`config.mk`:
```
export PLATFORM = sky130hd
export DESIGN_NAME = line_voxel_generator_3d
export DESIGN_NICKNAME = d
export VERILOG_FILES = /design/src/hdl/lvg3_pkg.sv /design/src/hdl/lvg3_setup.sv /design/src/hdl/lvg3_step_unit.sv /design/src/hdl/line_voxel_generator_3d.sv
export SDC_FILE = /design/constraint.sdc
export NUM_CORES = 1
export LEC_CHECK = 0
export BUFFER_PORTS_ARGS = -buffer_cell sky130_fd_sc_hd__buf_2
export CAP_MARGIN = 15
export CORE_MARGIN = 2
export CORE_UTILIZATION = 41
export DETAILED_ROUTE_END_ITERATION = 8
export MAX_ROUTING_LAYER = met4
export PLACE_DENSITY = 0.68
export SLEW_MARGIN = 15
export SYNTH_ARGS = -nofsm -noshare
export SYNTH_HDL_FRONTEND = slang
export SYNTH_SLANG_ARGS = --single-unit
```
`constraint.sdc`:
```
create_clock -name clk_i -period 4.32 [get_ports clk_i]
set_input_delay 0.648 -clock clk_i [delete_from_list [all_inputs] [get_ports clk_i]]
set_output_delay 0.648 -clock clk_i [all_outputs]
set_load 0.02 [all_outputs]
```
`src/hdl/lvg3_pkg.sv`:
```
// Package for the 3D voxel line generator.
// Holds the axis and sequencer state types and the default cube size.
// No dependencies; every other file of the block imports it.
package lvg3_pkg;

  localparam int unsigned CoordBitsDefault = 3;
  localparam int unsigned LevelBits        = 8;

  typedef enum logic [1:0] {
    AXIS_X,
    AXIS_Y,
    AXIS_Z
  } axis_e;

  typedef enum logic [1:0] {
    ST_IDLE,
    ST_SETUP,
    ST_WALK
  } state_e;

  // Sequencer controls for the datapath of the top level.
  typedef struct packed {
    logic ready;
    logic load;
    logic emit;
  } ctrl_t;

endpackage

```
`src/hdl/lvg3_setup.sv`:
```
// Line setup: per-axis distance and direction, major axis and the two
// starting error terms. Depends on lvg3_pkg.
module lvg3_setup import lvg3_pkg::*; #(
  parameter int unsigned COORD_BITS = CoordBitsDefault,
  localparam int unsigned ErrW      = COORD_BITS + 3
) (
  input  logic [2:0][COORD_BITS-1:0] start_i,
  input  logic [2:0][COORD_BITS-1:0] fin_i,
  output logic [2:0][COORD_BITS-1:0] abs_o,
  output logic [2:0]                 neg_o,
  output axis_e                      major_o,
  output logic signed [ErrW-1:0]     err1_o,
  output logic signed [ErrW-1:0]     err2_o
);

  logic [COORD_BITS-1:0] a_maj, a_one, a_two;

  always_comb begin
    for (int i = 0; i < 3; i++) begin
      neg_o[i] = fin_i[i] < start_i[i];
      abs_o[i] = neg_o[i] ? start_i[i] - fin_i[i] : fin_i[i] - start_i[i];
    end
  end

  // Ties go to x first, then y.
  always_comb begin
    priority if (abs_o[0] >= abs_o[1] && abs_o[0] >= abs_o[2]) begin
      major_o = AXIS_X;
    end else if (abs_o[1] >= abs_o[0] && abs_o[1] >= abs_o[2]) begin
      major_o = AXIS_Y;
    end else begin
      major_o = AXIS_Z;
    end
  end

  always_comb begin
    unique case (major_o)
      AXIS_X: begin
        a_maj = abs_o[0]; a_one = abs_o[1]; a_two = abs_o[2];
      end
      AXIS_Y: begin
        a_maj = abs_o[1]; a_one = abs_o[0]; a_two = abs_o[2];
      end
      default: begin
        a_maj = abs_o[2]; a_one = abs_o[1]; a_two = abs_o[0];
      end
    endcase
  end

  assign err1_o = $signed({2'b00, a_one, 1'b0}) - $signed({3'b000, a_maj});
  assign err2_o = $signed({2'b00, a_two, 1'b0}) - $signed({3'b000, a_maj});

endmodule

```
`src/hdl/lvg3_step_unit.sv`:
```
// Shared step unit: advances the walker by one voxel along the major axis
// and updates both error terms. Reused for every step of a line. Uses lvg3_pkg.
module lvg3_step_unit import lvg3_pkg::*; #(
  parameter int unsigned COORD_BITS = CoordBitsDefault,
  localparam int unsigned ErrW      = COORD_BITS + 3
) (
  input  logic [2:0][COORD_BITS-1:0] cur_i,
  input  logic [2:0][COORD_BITS-1:0] abs_i,
  input  logic [2:0]                 neg_i,
  input  axis_e                      major_i,
  input  logic signed [ErrW-1:0]     err1_i,
  input  logic signed [ErrW-1:0]     err2_i,
  output logic [2:0][COORD_BITS-1:0] cur_o,
  output logic signed [ErrW-1:0]     err1_o,
  output logic signed [ErrW-1:0]     err2_o
);

  axis_e                 sec_one, sec_two;
  logic [COORD_BITS-1:0] a_maj, a_one, a_two;
  logic                  move_one, move_two;
  logic [2:0]            step;

  assign sec_one = (major_i == AXIS_Y) ? AXIS_X : AXIS_Y;
  assign sec_two = (major_i == AXIS_Z) ? AXIS_X : AXIS_Z;

  always_comb begin
    unique case (major_i)
      AXIS_X: begin
        a_maj = abs_i[0]; a_one = abs_i[1]; a_two = abs_i[2];
      end
      AXIS_Y: begin
        a_maj = abs_i[1]; a_one = abs_i[0]; a_two = abs_i[2];
      end
      default: begin
        a_maj = abs_i[2]; a_one = abs_i[1]; a_two = abs_i[0];
      end
    endcase
  end

  // A secondary axis moves when its error term is strictly positive.
  assign move_one = !err1_i[ErrW-1] && (err1_i != '0);
  assign move_two = !err2_i[ErrW-1] && (err2_i != '0);

  assign err1_o = err1_i + $signed({2'b00, a_one, 1'b0})
                - (move_one ? $signed({2'b00, a_maj, 1'b0}) : $signed(ErrW'(0)));
  assign err2_o = err2_i + $signed({2'b00, a_two, 1'b0})
                - (move_two ? $signed({2'b00, a_maj, 1'b0}) : $signed(ErrW'(0)));

  always_comb begin
    for (int i = 0; i < 3; i++) begin
      step[i] = (axis_e'(i) == major_i)
             || (axis_e'(i) == sec_one && move_one)
             || (axis_e'(i) == sec_two && move_two);
      if (!step[i]) begin
        cur_o[i] = cur_i[i];
      end else if (neg_i[i]) begin
        cur_o[i] = cur_i[i] - COORD_BITS'(1);
      end else begin
        cur_o[i] = cur_i[i] + COORD_BITS'(1);
      end
    end
  end

endmodule

```
`src/hdl/line_voxel_generator_3d.sv`:
```
// Top level of the 3D voxel line generator: input register, sequencer,
// walker registers and output register. Uses lvg3_pkg, lvg3_setup and
// lvg3_step_unit.
//
// Usage: the slave stream takes one item per line: start and end voxel of a
// cube with 2^COORD_BITS voxels on each edge, plus a brightness level. The
// master stream returns every voxel of the line from start to end, one item
// each, with the level copied and tlast set on the end point. A line of
// n = max(|dx|,|dy|,|dz|) major steps gives n+1 items.
// Operation: after an item is accepted into the input register, the setup
// state computes the deltas, the major axis and the error terms and loads
// them into the walker registers; then the shared step unit produces one
// voxel per cycle while the receiver does not stall, via the output register.
// s_axis_tready returns once the end point has been emitted.
// The block takes one line at a time and is not ready while it walks.
// A finished voxel sits in the output register; when the receiver stalls,
// the walker holds until that register is taken, so nothing is lost.
// Reset (rst_ni low, asynchronous) returns the sequencer to idle and empties
// the output register; no state carries over from one line to the next.
module line_voxel_generator_3d import lvg3_pkg::*; #(
  parameter int unsigned COORD_BITS = CoordBitsDefault,
  localparam int unsigned ErrW      = COORD_BITS + 3,
  localparam int unsigned InW       = 6 * COORD_BITS + LevelBits,
  localparam int unsigned InTdataW  = ((InW + 7) / 8) * 8,
  localparam int unsigned OutW      = 3 * COORD_BITS + LevelBits,
  localparam int unsigned OutTdataW = ((OutW + 7) / 8) * 8
) (
  input  logic                 clk_i,
  input  logic                 rst_ni,
  input  logic                 s_axis_tvalid,
  output logic                 s_axis_tready,
  // start_x, start_y, start_z, end_x, end_y, end_z, level
  input  logic [InTdataW-1:0]  s_axis_tdata,
  output logic                 m_axis_tvalid,
  input  logic                 m_axis_tready,
  // voxel_x, voxel_y, voxel_z, voxel_level
  output logic [OutTdataW-1:0] m_axis_tdata,
  output logic                 m_axis_tlast
);

  state_e state_q, state_d;
  ctrl_t  ctrl;

  logic [InW-1:0]                in_q;
  logic [2:0][COORD_BITS-1:0]    start_w, fin_w;
  logic [LevelBits-1:0]          level_w;

  logic [2:0][COORD_BITS-1:0]    abs_d, abs_q;
  logic [2:0]                    neg_d, neg_q;
  axis_e                         major_d, major_q;
  logic signed [ErrW-1:0]        err1_init, err2_init, err1_next, err2_next;
  logic signed [ErrW-1:0]        err1_q, err2_q;
  logic [2:0][COORD_BITS-1:0]    cur_q, cur_next;
  logic [COORD_BITS-1:0]         steps_q;

  logic                          out_valid_q;
  logic [2:0][COORD_BITS-1:0]    out_cur_q;
  logic [LevelBits-1:0]          out_level_q;
  logic                          out_last_q;
  logic                          out_free;
  logic                          last_step;

  for (genvar i = 0; i < 3; i++) begin : g_unpack
    assign start_w[i] = in_q[i*COORD_BITS +: COORD_BITS];
    assign fin_w[i]   = in_q[(i+3)*COORD_BITS +: COORD_BITS];
  end
  assign level_w = in_q[6*COORD_BITS +: LevelBits];

  lvg3_setup #(.COORD_BITS(COORD_BITS)) u_setup (
    .start_i (start_w),
    .fin_i   (fin_w),
    .abs_o   (abs_d),
    .neg_o   (neg_d),
    .major_o (major_d),
    .err1_o  (err1_init),
    .err2_o  (err2_init)
  );

  lvg3_step_unit #(.COORD_BITS(COORD_BITS)) u_step (
    .cur_i   (cur_q),
    .abs_i   (abs_q),
    .neg_i   (neg_q),
    .major_i (major_q),
    .err1_i  (err1_q),
    .err2_i  (err2_q),
    .cur_o   (cur_next),
    .err1_o  (err1_next),
    .err2_o  (err2_next)
  );

  assign out_free  = !out_valid_q || m_axis_tready;
  assign last_step = (steps_q == '0);

  // Next-state logic.
  always_comb begin
    state_d = state_q;
    unique case (state_q)
      ST_IDLE:  if (s_axis_tvalid) state_d = ST_SETUP;
      ST_SETUP: state_d = ST_WALK;
      ST_WALK:  if (out_free && last_step) state_d = ST_IDLE;
      default:  state_d = ST_IDLE;
    endcase
  end

  // Sequencer outputs.
  always_comb begin
    ctrl = '0;
    unique case (state_q)
      ST_IDLE:  ctrl.ready = 1'b1;
      ST_SETUP: ctrl.load  = 1'b1;
      ST_WALK:  ctrl.emit  = out_free;
      default:  ctrl = '0;
    endcase
  end

  always_ff @(posedge clk_i or negedge rst_ni) begin
    if (!rst_ni) begin
      state_q     <= ST_IDLE;
      out_valid_q <= 1'b0;
    end else begin
      state_q <= state_d;
      if (ctrl.emit) begin
        out_valid_q <= 1'b1;
      end else if (m_axis_tready) begin
        out_valid_q <= 1'b0;
      end
    end
  end

  always_ff @(posedge clk_i) begin
    if (ctrl.ready && s_axis_tvalid) begin
      in_q <= s_axis_tdata[InW-1:0];
    end
    if (ctrl.load) begin
      abs_q   <= abs_d;
      neg_q   <= neg_d;
      major_q <= major_d;
      err1_q  <= err1_init;
      err2_q  <= err2_init;
      cur_q   <= start_w;
      unique case (major_d)
        AXIS_X:  steps_q <= abs_d[0];
        AXIS_Y:  steps_q <= abs_d[1];
        default: steps_q <= abs_d[2];
      endcase
    end else if (ctrl.emit && !last_step) begin
      cur_q   <= cur_next;
      err1_q  <= err1_next;
      err2_q  <= err2_next;
      steps_q <= steps_q - COORD_BITS'(1);
    end
    if (ctrl.emit) begin
      out_cur_q   <= cur_q;
      out_level_q <= level_w;
      out_last_q  <= last_step;
    end
  end

  assign s_axis_tready = ctrl.ready;
  assign m_axis_tvalid = out_valid_q;
  assign m_axis_tlast  = out_last_q;
  assign m_axis_tdata  = OutTdataW'({out_level_q, out_cur_q[2], out_cur_q[1], out_cur_q[0]});

  // An accepted item always goes through the setup cycle.
  assert property (@(posedge clk_i) disable iff (!rst_ni)
    s_axis_tvalid && s_axis_tready |=> state_q == ST_SETUP)
    else $error("accepted item did not enter setup");

  // Emitting the final voxel ends the walk.
  assert property (@(posedge clk_i) disable iff (!rst_ni)
    state_q == ST_WALK && out_free && last_step |=> state_q == ST_IDLE && m_axis_tlast)
    else $error("walk did not end on the final voxel");

  // The voxel marked last is the end point of the line just walked.
  assert property (@(posedge clk_i) disable iff (!rst_ni)
    state_q == ST_IDLE && m_axis_tvalid && m_axis_tlast |->
      out_cur_q[0] == fin_w[0] && out_cur_q[1] == fin_w[1] && out_cur_q[2] == fin_w[2])
    else $error("last voxel differs from the end point");

  // The block never takes a new item while the walker is busy.
  assert property (@(posedge clk_i) disable iff (!rst_ni)
    state_q != ST_IDLE |-> !s_axis_tready)
    else $error("ready raised during a walk");

endmodule

```
# Word level (Yosys, flattened, before mapping)
# Index checks and enable logic that the tools add are counted.
# totals
wordCells,138
register_bits,85
out_inout_bits,27
in_bits,36
# classes
magnitude_cmp,7
reduce_logical,43
mux,37
eq_ne,13
add_sub_neg,19
# op_table
op,count
two-way mux 3 bit,15
two-way mux 6 bit,4
two-way mux 9 bit,2
subtractor 3 bit,6
logical AND 1 bit,13
adder 6 x 5 -> 6 bit,2
greater-or-equal comparator 3 bit,4
case mux 3 bit (2 select lines),2
nonzero test 6 bit,2
"subtractor 3 x 1 -> 3 bit, second input constant",4
subtractor 6 bit,2
logical NOT 2 bit,5
two-way mux 2 bit,5
nonzero test 2 bit,5
subtractor 4 x 3 -> 5 bit,2
"adder 3 x 1 -> 3 bit, second input constant",3
less-than comparator 3 bit,3
two-way mux 4 bit,2
AND reduction 2 bit,4
logical OR 1 bit,7
"== test 1 x 2 -> 1 bit, first input constant",3
"== test 2 x 1 -> 1 bit, second input constant",3
"== test 2 bit, first input constant",3
two-way mux 1 bit,6
6 further kinds,12

# Longest topological paths before layout
# Gate-level depths: netlist (run 1).
# depth
word_depth,11
depth_mapped,18
mapped_depth_nobuf,18

# Cells and area by module
# From an unflattened synthesis (run 1), not the netlist that was laid out.
# hier_totals
hier_cells,462
area_unflattened_um2,5372.7
# modules_own_cells
mod,seq_area_each_um2,cells_per_inst,area_per_inst_um2,n_inst
line_voxel_generator_3d,2537.4,192,3201.8,1
lvg3_setup,0.0,152,1214.9,1
lvg3_step_unit,0.0,118,955.9,1

# Least setup slack after synthesis (run 1)
# OpenSTA, ideal clock, no wires.
# synth_timing
kind,register to register
from,register in_q[3]
to,"register err2_q[3], data pin"
path_buffers,0
path_slack_ps,728
arrival_time_ps,3325
path_stages_with_launch,15
setup_time_ps,266
period_less_slack_ps,3592
t_required_ps,4054
cell_sequence,edfxtp_1 -> ha_1 -> inv_1 -> fa_1 -> mux2_4 -> maj3_2 -> o211ai_4 -> nand3_1 -> mux2i_1 -> mux2_2 -> ha_1 -> and2_2 -> o311ai_1 -> a211oi_1 -> a211oi_2
# synth_rtl
element,line_no,source
start: declaration,line_voxel_generator_3d.sv:44,logic [InW-1:0] in_q;
start signal: assignment,line_voxel_generator_3d.sv:132,in_q <= s_axis_tdata[InW-1:0];
end signal: assignment,line_voxel_generator_3d.sv:139,err2_q <= err2_init;
end signal: assignment,line_voxel_generator_3d.sv:149,err2_q <= err2_next;
end: declaration,line_voxel_generator_3d.sv:52,"logic signed [ErrW-1:0] err1_q, err2_q;"

==> flow_metrics.tcl, run 1 <==
set metrics [dict create \
    crit-reg2reg-capture "err1_q[4]" \
    totalWireLength_um 8710 \
    vias_in_the_first_global_route 3144 \
    max_cap_violations 0 \
    cts_sinks 84 \
    grt.total_usage 0.147 \
    setup_violation_total_in_the_final_timing_report 0 \
    first_iter_violations 194 \
    drt_drc_violations_left 0 \
    drtAntennaViolNets 0 \
    crit_start "in_q[4]" \
    actual_slew_at_the_worst_max_slew_pin_ns 0.762 \
    insertedDiodeCount 0 \
    crit_path_cell_trace "inv_1, ha_1, nand2b_4, o2bb2ai_2, mux2_4, maj3_2, o211ai_2, nand3_1, mux2i_1, mux2_2, inv_1, fa_1, inv_1, a221oi_1, nand2_1, o21ai_0" \
    critical-path-top-cell-by-count "sky130_fd_sc_hd__inv_1" \
    setup.worst_path.start_class "flip-flop" \
    final.hold.worst_slack_ns 0.0984 \
    ys_seq_area_frac 0.507 \
    timing.critical_path.slowest_cell_delay_ns 0.44 \
    syn2layout_area_growth_pct 13.9 \
    cpLargestDelayFamily "adder cells" \
    routability_cong 0.861 \
    clock_path_buffers 2 \
    detailed_place_hpwl_um 6700 \
    cts-hold-fix-buffers 0 \
    synth-edff-count 81 \
    postSynthCellCount 415 \
    tritoncts "done" \
    initial_cell_density_of_the_core 0.415 \
    clk_latency_ns 0.33 \
    root_buffer "sky130_fd_sc_hd__clkbuf_16" \
    row_count 40 \
    path_class "flip-flop to flip-flop" \
    final_hold_viols 0 \
    post-cts-setup-buffer-count 0 \
    placement.io_buffers 49 \
    vias 3058 \
    cts_made_buffers 9 \
    final_util 0.473 \
    layout-drive-gt1-share 0.203 \
    seqCellArea_sq_um 2510 \
    dr.pass1.iters 4 \
    antenna_found_initial 0 \
    cts.htree.levels 3 \
    yosysWarnings 0 \
    final_max_slew_viol_count 0 \
    worst_path_max_delay_cell "sky130_fd_sc_hd__a221oi_1" \
    regToRegStartpoint "in_q[4]" \
    path_buf_inv 3 \
    final_net_count 553 \
    cts.clk_slew.worst_paths_ns 0.07 \
    vias_per_cell 4.92 \
    setup.worst_path.end_class "flip-flop" \
    floorplan.die_area_sq_um 13000 \
    synth_seq_cells 84 \
    fmax_mhz 251 \
    die_w_um 114 \
    fillers 1067 \
    yosys.cell_types.count 59 \
    reg2reg_slack_ns 0.34 \
    critical_path_peak_fanout 6 \
    rsz_0062_raised_after_global_routing "no" \
    layout_worst_path_cycle_share 0.922 \
    post_drt_wl_per_cell_um 14.0 \
    grt_start_max_net_pins 38 \
    dieHeight_um 114 \
    post_cts_resize_count 0 \
    async_flop_share 0.0357 \
    footprint_of_the_multi_input_gates_sq_um 2100 \
    outcome "complete, no violations" \
    ff2ff_path_depth 16 \
    required_ns 4.50 \
    slew_headroom 0.491 \
    finalSetupTns_ns 0 \
    worstPathArrival_ns 4.16 \
    ys_dominant_reg_cell "sky130_fd_sc_hd__edfxtp_1" \
    finalWorstPathRequiredPeriod_ns 3.98 \
    netlist_area_sq_um 4940 \
    num_io_pins 63 \
    grt_first_pass_wirelength_um 14400 \
    grt_overflow 0 \
    holdCritPathClass "input port to async pin" \
    synthesis.area_per_instance_sq_um 11.9 \
    core_sq_um 11900 \
    timing.clock.skew_ns 0.00763 \
]
## cell type report
cell class              instances  share of cell area
clock inverters                 7              0.0149
repair buffers                 51              0.0462
multi-input cells             252               0.374
inverters                      71              0.0473
well taps                     147              0.0327
clock buffers                   9              0.0400
flip-flops and latches         84               0.445
## sequential cells by signal (all words and copies together) (netlist names), 5 cells and up
name	count
err1_q	6
cur_q	9
m_axis_tdata	9
err2_q	5
out_level_q	8
abs_q	9
in_q	26
## logic make-up after synthesis
| family | synth area share |
|---|---|
| buf+inv | 0.0719 |
| flops | 0.507 |
| mux | 0.0382 |
| xor+xnor | 0.0248 |
| other cells | 0.000759 |
| fa+ha+maj | 0.159 |
| compound gates | 0.105 |
| simple gates | 0.0934 |
## per-stage QoR
step / setup slack (ns) / area, sq um / instances
after floorplan: 0.728 / 4970 / 421
after global placement: 0.429 / 5320 / 605
after detailed placement: 0.363 / 5320 / 605
after CTS: 0.333 / 5630 / 621
after global routing: 0.0333 / 5630 / 621
final: 0.339 / 5630 / 621
## routing by layer
layer / vias up / share of wire / GRT usage
met3: 12 / 0.038 / 0.0319
met5: - / 0 / -
li1: 1523 / - / -
met4: 0 / 0.012 / 0.0415
met1: 1461 / 0.46 / 0.180
met2: 62 / 0.49 / 0.246
## cell usage after synthesis (2+ instances only)
| master | count | area share |
|---|---|---|
| sky130_fd_sc_hd__nand2b_1 | 6 | 0.0076 |
| sky130_fd_sc_hd__dfrtp_1 | 3 | 0.015 |
| sky130_fd_sc_hd__or2b_2 | 2 | 0.0035 |
| sky130_fd_sc_hd__nand4_1 | 2 | 0.0025 |
| sky130_fd_sc_hd__nand2_1 | 17 | 0.013 |
| sky130_fd_sc_hd__nor2_2 | 2 | 0.0025 |
| sky130_fd_sc_hd__a211oi_2 | 2 | 0.0051 |
| sky130_fd_sc_hd__a31oi_1 | 4 | 0.0051 |
| sky130_fd_sc_hd__buf_4 | 7 | 0.011 |
| sky130_fd_sc_hd__inv_1 | 71 | 0.054 |
| sky130_fd_sc_hd__xor2_1 | 4 | 0.0071 |
| sky130_fd_sc_hd__and2_1 | 3 | 0.0038 |
| sky130_fd_sc_hd__xnor2_1 | 10 | 0.018 |
| sky130_fd_sc_hd__mux2i_1 | 14 | 0.028 |
| sky130_fd_sc_hd__a211oi_1 | 2 | 0.0030 |
| sky130_fd_sc_hd__nor3_1 | 4 | 0.0040 |
| sky130_fd_sc_hd__nor2_1 | 36 | 0.027 |
| sky130_fd_sc_hd__edfxtp_1 | 81 | 0.49 |
| sky130_fd_sc_hd__fa_1 | 19 | 0.077 |
| sky130_fd_sc_hd__o211ai_4 | 2 | 0.0086 |
| sky130_fd_sc_hd__maj3_2 | 3 | 0.0068 |
| sky130_fd_sc_hd__a21oi_1 | 30 | 0.030 |
| sky130_fd_sc_hd__and4_1 | 2 | 0.0035 |
| sky130_fd_sc_hd__nand3_1 | 2 | 0.0020 |
| sky130_fd_sc_hd__o21ai_0 | 8 | 0.0081 |
| sky130_fd_sc_hd__a21o_1 | 6 | 0.0091 |
| sky130_fd_sc_hd__clkbuf_1 | 5 | 0.0038 |
| sky130_fd_sc_hd__ha_1 | 29 | 0.073 |
| sky130_fd_sc_hd__nor2b_1 | 8 | 0.010 |
| sky130_fd_sc_hd__o311ai_1 | 2 | 0.0035 |
## worst max-delay path by stage
stage | endpoint | slack [ns] | depth (start not counted)
CTS | err1_q[5] | 0.33 | 16
global placement | err1_q[4] | 0.43 | 16
finish | err1_q[4] | 0.34 | 16
detailed placement | err1_q[5] | 0.36 | 16
floorplan | err2_q[3] | 0.73 | 14
global route | err1_q[4] | 0.03 | 16
## placed cells by master, fill, tap and decap left out, types with 3 or more instances in the layout
master and instances:
sky130_fd_sc_hd__edfxtp_1 81, sky130_fd_sc_hd__clkinvlp_4 3, sky130_fd_sc_hd__nor2b_1 8, sky130_fd_sc_hd__ha_1 29, sky130_fd_sc_hd__nand2b_1 6, sky130_fd_sc_hd__conb_1 7
sky130_fd_sc_hd__mux2i_1 14, sky130_fd_sc_hd__xor2_1 4, sky130_fd_sc_hd__dfrtp_1 3, sky130_fd_sc_hd__nand2_1 17, sky130_fd_sc_hd__nor3_1 4, sky130_fd_sc_hd__nor2_1 36
sky130_fd_sc_hd__a31oi_1 4, sky130_fd_sc_hd__fa_1 19, sky130_fd_sc_hd__a21oi_1 30, sky130_fd_sc_hd__o21ai_0 8, sky130_fd_sc_hd__xnor2_1 10, sky130_fd_sc_hd__inv_1 71
sky130_fd_sc_hd__buf_2 49, sky130_fd_sc_hd__maj3_2 3, sky130_fd_sc_hd__a21o_1 6, sky130_fd_sc_hd__clkbuf_16 9
Power of run 1 is not shown: default switching activity piles up to over one toggle a cycle in this logic, so the estimate is an artifact.
==> run 2, diff against run 1 <==
--- a/config.mk
+++ b/config.mk
@@ -10,7 +10,6 @@
 export CORE_MARGIN = 2
 export CORE_UTILIZATION = 41
 export DETAILED_ROUTE_END_ITERATION = 8
-export MAX_ROUTING_LAYER = met4
 export PLACE_DENSITY = 0.68
 export SLEW_MARGIN = 15
 export SYNTH_ARGS = -nofsm -noshare
==> flow_metrics.tcl, run 2 (synthesized netlist as in run 1, its figures left out) <==
set metrics [dict create \
    actual_slew_at_the_worst_max_slew_pin_ns 0.767 \
    clk_latency_ns 0.33 \
    post_cts_resize_count 0 \
    finish.cell_count_without_fillers 621 \
    grt_first_pass_wirelength_um 14400 \
    drt_drc_violations_left 0 \
    insertedDiodeCount 0 \
    first_iter_violations 188 \
    finalSetupTns_ns 0 \
    slew_headroom 0.488 \
    floorplan.die_area_sq_um 13000 \
    dieHeight_um 114 \
    grt_overflow 0 \
    worst_path_max_delay_cell "sky130_fd_sc_hd__a221oi_1" \
    placement.io_buffers 49 \
    post_drt_wl_per_cell_um 14.1 \
    cts_sinks 84 \
    cts-hold-fix-buffers 0 \
    num_io_pins 63 \
    cts_made_buffers 9 \
    largest_register_ff_count 26 \
    setup.worst_path.start_class "flip-flop" \
    holdCritPathClass "input port to async pin" \
    setup_violation_total_in_the_final_timing_report 0 \
    final.hold.worst_slack_ns 0.0974 \
    numPlacedInstances 605 \
    finish.instance_area_sq_um 5630 \
    reg_with_most_ffs "in_q" \
    worstPathArrival_ns 4.16 \
    timing.critical_path.slowest_cell_delay_ns 0.44 \
    finalWorstPathRequiredPeriod_ns 3.99 \
    die_w_um 114 \
    cts.htree.levels 3 \
    initial_cell_density_of_the_core 0.415 \
    row_count 40 \
    timing.clock.skew_ns 0.00835 \
    grt.total_usage 0.143 \
    outcome "complete, no violations" \
    post_dp_cell_area_sq_um 5320 \
    path_buf_inv 3 \
    layout_worst_path_cycle_share 0.923 \
    post-cts-setup-buffer-count 0 \
    root_buffer "sky130_fd_sc_hd__clkbuf_16" \
    vias_per_cell 4.93 \
    routability_cong 0.848 \
    grt_start_max_net_pins 38 \
    vias_in_the_first_global_route 3141 \
    core_sq_um 11900 \
    max_cap_violations 0 \
    final_hold_viols 0 \
    final_net_count 553 \
    tritoncts "done" \
    antenna_found_initial 0 \
    drtAntennaViolNets 0 \
    clock_path_buffers 2 \
    vias 3059 \
    setup.worst_path.end_class "flip-flop" \
    dr.pass1.iters 4 \
    fmax_mhz 251 \
    layout-drive-gt1-share 0.203 \
    most_frequent_cells_in_the_layout "sky130_fd_sc_hd__edfxtp_1 (81), sky130_fd_sc_hd__inv_1 (71), sky130_fd_sc_hd__buf_2 (49), sky130_fd_sc_hd__nor2_1 (36), sky130_fd_sc_hd__a21oi_1 (30)" \
    path_class "flip-flop to flip-flop" \
    totalWireLength_um 8760 \
    required_ns 4.50 \
    syn2layout_area_growth_pct 13.9 \
    cts.clk_slew.worst_paths_ns 0.07 \
    crit_path_cell_trace "inv_1, ha_1, nand2b_4, o2bb2ai_2, mux2_4, maj3_2, o211ai_2, nand3_1, mux2i_1, mux2_2, inv_1, fa_1, inv_1, a221oi_1, nand2_1, o21ai_0" \
    cpLargestDelayFamily "adder cells" \
    most_common_cell_after_layout_fill_and_taps_aside "sky130_fd_sc_hd__edfxtp_1" \
    detailed_place_hpwl_um 6700 \
    critical-path-top-cell-by-count "sky130_fd_sc_hd__inv_1" \
    critical_path_peak_fanout 6 \
    final_max_slew_viol_count 0 \
    rsz_0062_raised_after_global_routing "no" \
]
## run 2: cell counts in the layout (fill, tap and decap cells not counted)
Identical to the previous run, type by type.
## run 2: final cells by class
type                       count  area [sq um]
tap                          147           184
sequential                    84          2510
clock inverter                 7          83.8
inverter                      71           267
multi-input combinational    252          2100
fill                        1067          6280
timing repair buffer          51           260
clock buffer                   9           225
## run 2: final timing paths
kind                          start              to  slack (ns)  depth (start not counted)
setup / recovery            in_q[4]       err1_q[4]        0.33                         16
hold / removal               rst_ni   m_axis_tvalid         0.1                          1
setup reg to reg            in_q[4]       err1_q[4]        0.33                         16
hold reg to reg            in_q[18]  out_level_q[0]        0.42                          0
max in group asynchronous    rst_ni      state_q[1]        4.11                          1
min in group clk_i         in_q[18]  out_level_q[0]        0.42                          0
## run 2: worst reg2reg max path, stage by stage, from the launching register on
cell                        delay [ns]
sky130_fd_sc_hd__edfxtp_1         0.42
sky130_fd_sc_hd__inv_1            0.10
sky130_fd_sc_hd__ha_1             0.34
sky130_fd_sc_hd__nand2b_4         0.09
sky130_fd_sc_hd__o2bb2ai_2        0.14
sky130_fd_sc_hd__mux2_4           0.37
sky130_fd_sc_hd__maj3_2           0.38
sky130_fd_sc_hd__o211ai_2         0.20
sky130_fd_sc_hd__nand3_1          0.24
sky130_fd_sc_hd__mux2i_1          0.17
sky130_fd_sc_hd__mux2_2           0.33
sky130_fd_sc_hd__inv_1            0.14
sky130_fd_sc_hd__fa_1             0.23
sky130_fd_sc_hd__inv_1            0.05
sky130_fd_sc_hd__a221oi_1         0.44
sky130_fd_sc_hd__nand2_1          0.10
sky130_fd_sc_hd__o21ai_0          0.10
## run 2: metal layers
| layer | vias to the layer above | GRT usage | share of wire |
|---|---|---|---|
| li1 | 1523 | - | - |
| met1 | 1469 | 0.179 | 0.46 |
| met2 | 57 | 0.246 | 0.49 |
| met3 | 10 | 0.0335 | 0.036 |
| met4 | 0 | 0.0415 | 0.011 |
| met5 | - | 0 | 0 |
## run 2: stage by stage
stage	util	worst slack [ns]
after CTS	0.473	0.333
final	0.473	0.333
after global routing	0.473	0.0333
after floorplan	-	0.728
after detailed placement	0.447	0.363
after global placement	0.447	0.429
Power of run 2 is left out for the same reason.
==> run 3, diff against run 2 <==
--- a/config.mk
+++ b/config.mk
@@ -10,6 +10,7 @@
 export CORE_MARGIN = 2
 export CORE_UTILIZATION = 41
 export DETAILED_ROUTE_END_ITERATION = 8
+export GPL_TIMING_DRIVEN = 0
 export PLACE_DENSITY = 0.68
 export SLEW_MARGIN = 15
 export SYNTH_ARGS = -nofsm -noshare
==> flow_metrics.tcl, run 3 (synthesized netlist as in run 1, its figures left out) <==
set metrics [dict create \
    tritoncts "done" \
    clock_path_buffers 2 \
    slew_headroom 0.487 \
    reg2reg_slack_ns 0.30 \
    floorplan.die_area_sq_um 13000 \
    required_ns 4.50 \
    setup_violation_total_in_the_final_timing_report 0 \
    initial_cell_density_of_the_core 0.415 \
    totalWireLength_um 9270 \
    layout-drive-gt1-share 0.212 \
    grt_first_pass_wirelength_um 15400 \
    critical_path_peak_fanout 6 \
    fillers 1044 \
    reg_with_most_ffs "in_q" \
    die_w_um 114 \
    insertedDiodeCount 0 \
    dieHeight_um 114 \
    dr.pass1.iters 5 \
    cts-hold-fix-buffers 0 \
    final_max_slew_viol_count 0 \
    post_drt_wl_per_cell_um 14.6 \
    rsz_0062_raised_after_global_routing "no" \
    clk_latency_ns 0.34 \
    cts_sinks 84 \
    finalSetupTns_ns 0 \
    drtAntennaViolNets 0 \
    cts.clk_slew.worst_paths_ns 0.07 \
    drt_drc_violations_left 0 \
    post-cts-setup-buffer-count 0 \
    max_cap_violations 0 \
    detailed_place_hpwl_um 7110 \
    vias_in_the_first_global_route 3236 \
    num_io_pins 63 \
    grt_start_max_net_pins 27 \
    row_count 40 \
    most_frequent_cells_in_the_layout "sky130_fd_sc_hd__edfxtp_1 (81), sky130_fd_sc_hd__inv_1 (71), sky130_fd_sc_hd__buf_2 (49), sky130_fd_sc_hd__nor2_1 (36), sky130_fd_sc_hd__a21oi_1 (30)" \
    syn2layout_area_growth_pct 15.8 \
    post_dp_cell_area_sq_um 5400 \
    root_buffer "sky130_fd_sc_hd__clkbuf_16" \
    ff2ff_path_depth 16 \
    final_hold_viols 0 \
    most_common_cell_after_layout_fill_and_taps_aside "sky130_fd_sc_hd__edfxtp_1" \
    timing.clock.skew_ns 0.00802 \
    grt.total_usage 0.153 \
    setup.worst_path.start_class "flip-flop" \
    path_class "flip-flop to flip-flop" \
    finish.instance_area_sq_um 5730 \
    cts_made_buffers 9 \
    vias_per_cell 4.99 \
    first_iter_violations 192 \
    crit-reg2reg-capture "err1_q[4]" \
    cts.htree.levels 3 \
    placement.io_buffers 49 \
    holdCritPathClass "input port to async pin" \
    outcome "complete, no violations" \
    layout_worst_path_cycle_share 0.931 \
    setup.worst_path.end_class "flip-flop" \
    routability_cong 0.847 \
    regToRegStartpoint "in_q[4]" \
    actual_slew_at_the_worst_max_slew_pin_ns 0.768 \
    grt_overflow 0 \
    fmax_mhz 249 \
    finalWorstPathRequiredPeriod_ns 4.02 \
    antenna_found_initial 0 \
    post_cts_resize_count 0 \
    core_sq_um 11900 \
    final_net_count 565 \
    largest_register_ff_count 26 \
    worstPathArrival_ns 4.20 \
    vias 3159 \
]
run 3: area by class of cell:
class / instances / area (sq um) / share of cell area
multi-input cells: 252 / 2100 / 0.367
flip-flops and latches: 84 / 2510 / 0.438
clock buffers: 9 / 225 / 0.0393
repair buffers: 49 / 245 / 0.0428
plain buffers: 14 / 90.1 / 0.0157
inverters: 71 / 267 / 0.0465
clock inverters: 7 / 104 / 0.0181
well taps: 147 / 184 / 0.0321
run 3: worst max-delay path by stage:
stage / start / end / slack, ns
after floorplan: in_q[3] / err2_q[3] / 0.73
after global placement: in_q[3] / err1_q[4] / 0.38
after detailed placement: in_q[4] / err1_q[4] / 0.28
after CTS: in_q[4] / err1_q[4] / 0.27
after global routing: in_q[6] / err1_q[4] / 0.03
final: in_q[4] / err1_q[4] / 0.30
run 3: metrics by stage:
stage	utilization	setup WS, ns	hold WS [ns]	std cells
after floorplan	-	0.728	0.352	421
after global placement	0.453	0.382	0.401	617
after detailed placement	0.453	0.278	0.406	617
after CTS	0.481	0.269	0.0894	633
after global routing	0.481	0.0336	0.0909	633
final	0.481	0.298	0.0972	633
run 3: worst max-delay path, cell delays in order (launching register included):
cell                        delay [ns]
sky130_fd_sc_hd__edfxtp_1         0.42
sky130_fd_sc_hd__inv_1            0.10
sky130_fd_sc_hd__ha_1             0.34
sky130_fd_sc_hd__nand2b_4         0.10
sky130_fd_sc_hd__o2bb2ai_2        0.13
sky130_fd_sc_hd__mux2_4           0.36
sky130_fd_sc_hd__maj3_2           0.38
sky130_fd_sc_hd__o211ai_4         0.21
sky130_fd_sc_hd__nand3_1          0.22
sky130_fd_sc_hd__mux2i_1          0.18
sky130_fd_sc_hd__mux2_2           0.33
sky130_fd_sc_hd__inv_1            0.13
sky130_fd_sc_hd__fa_1             0.23
sky130_fd_sc_hd__inv_1            0.06
sky130_fd_sc_hd__a221oi_1         0.48
sky130_fd_sc_hd__nand2_1          0.11
sky130_fd_sc_hd__o21ai_0          0.10
run 3: per-layer routing:
metal	global-route usage	wire [um]	vias up
met5	0	0	-
met1	0.196	4000	1537
met2	0.265	4750	74
li1	-	-	1544
met4	0.0374	40	0
met3	0.0345	483	4
Power of run 3 is left out for the same reason.
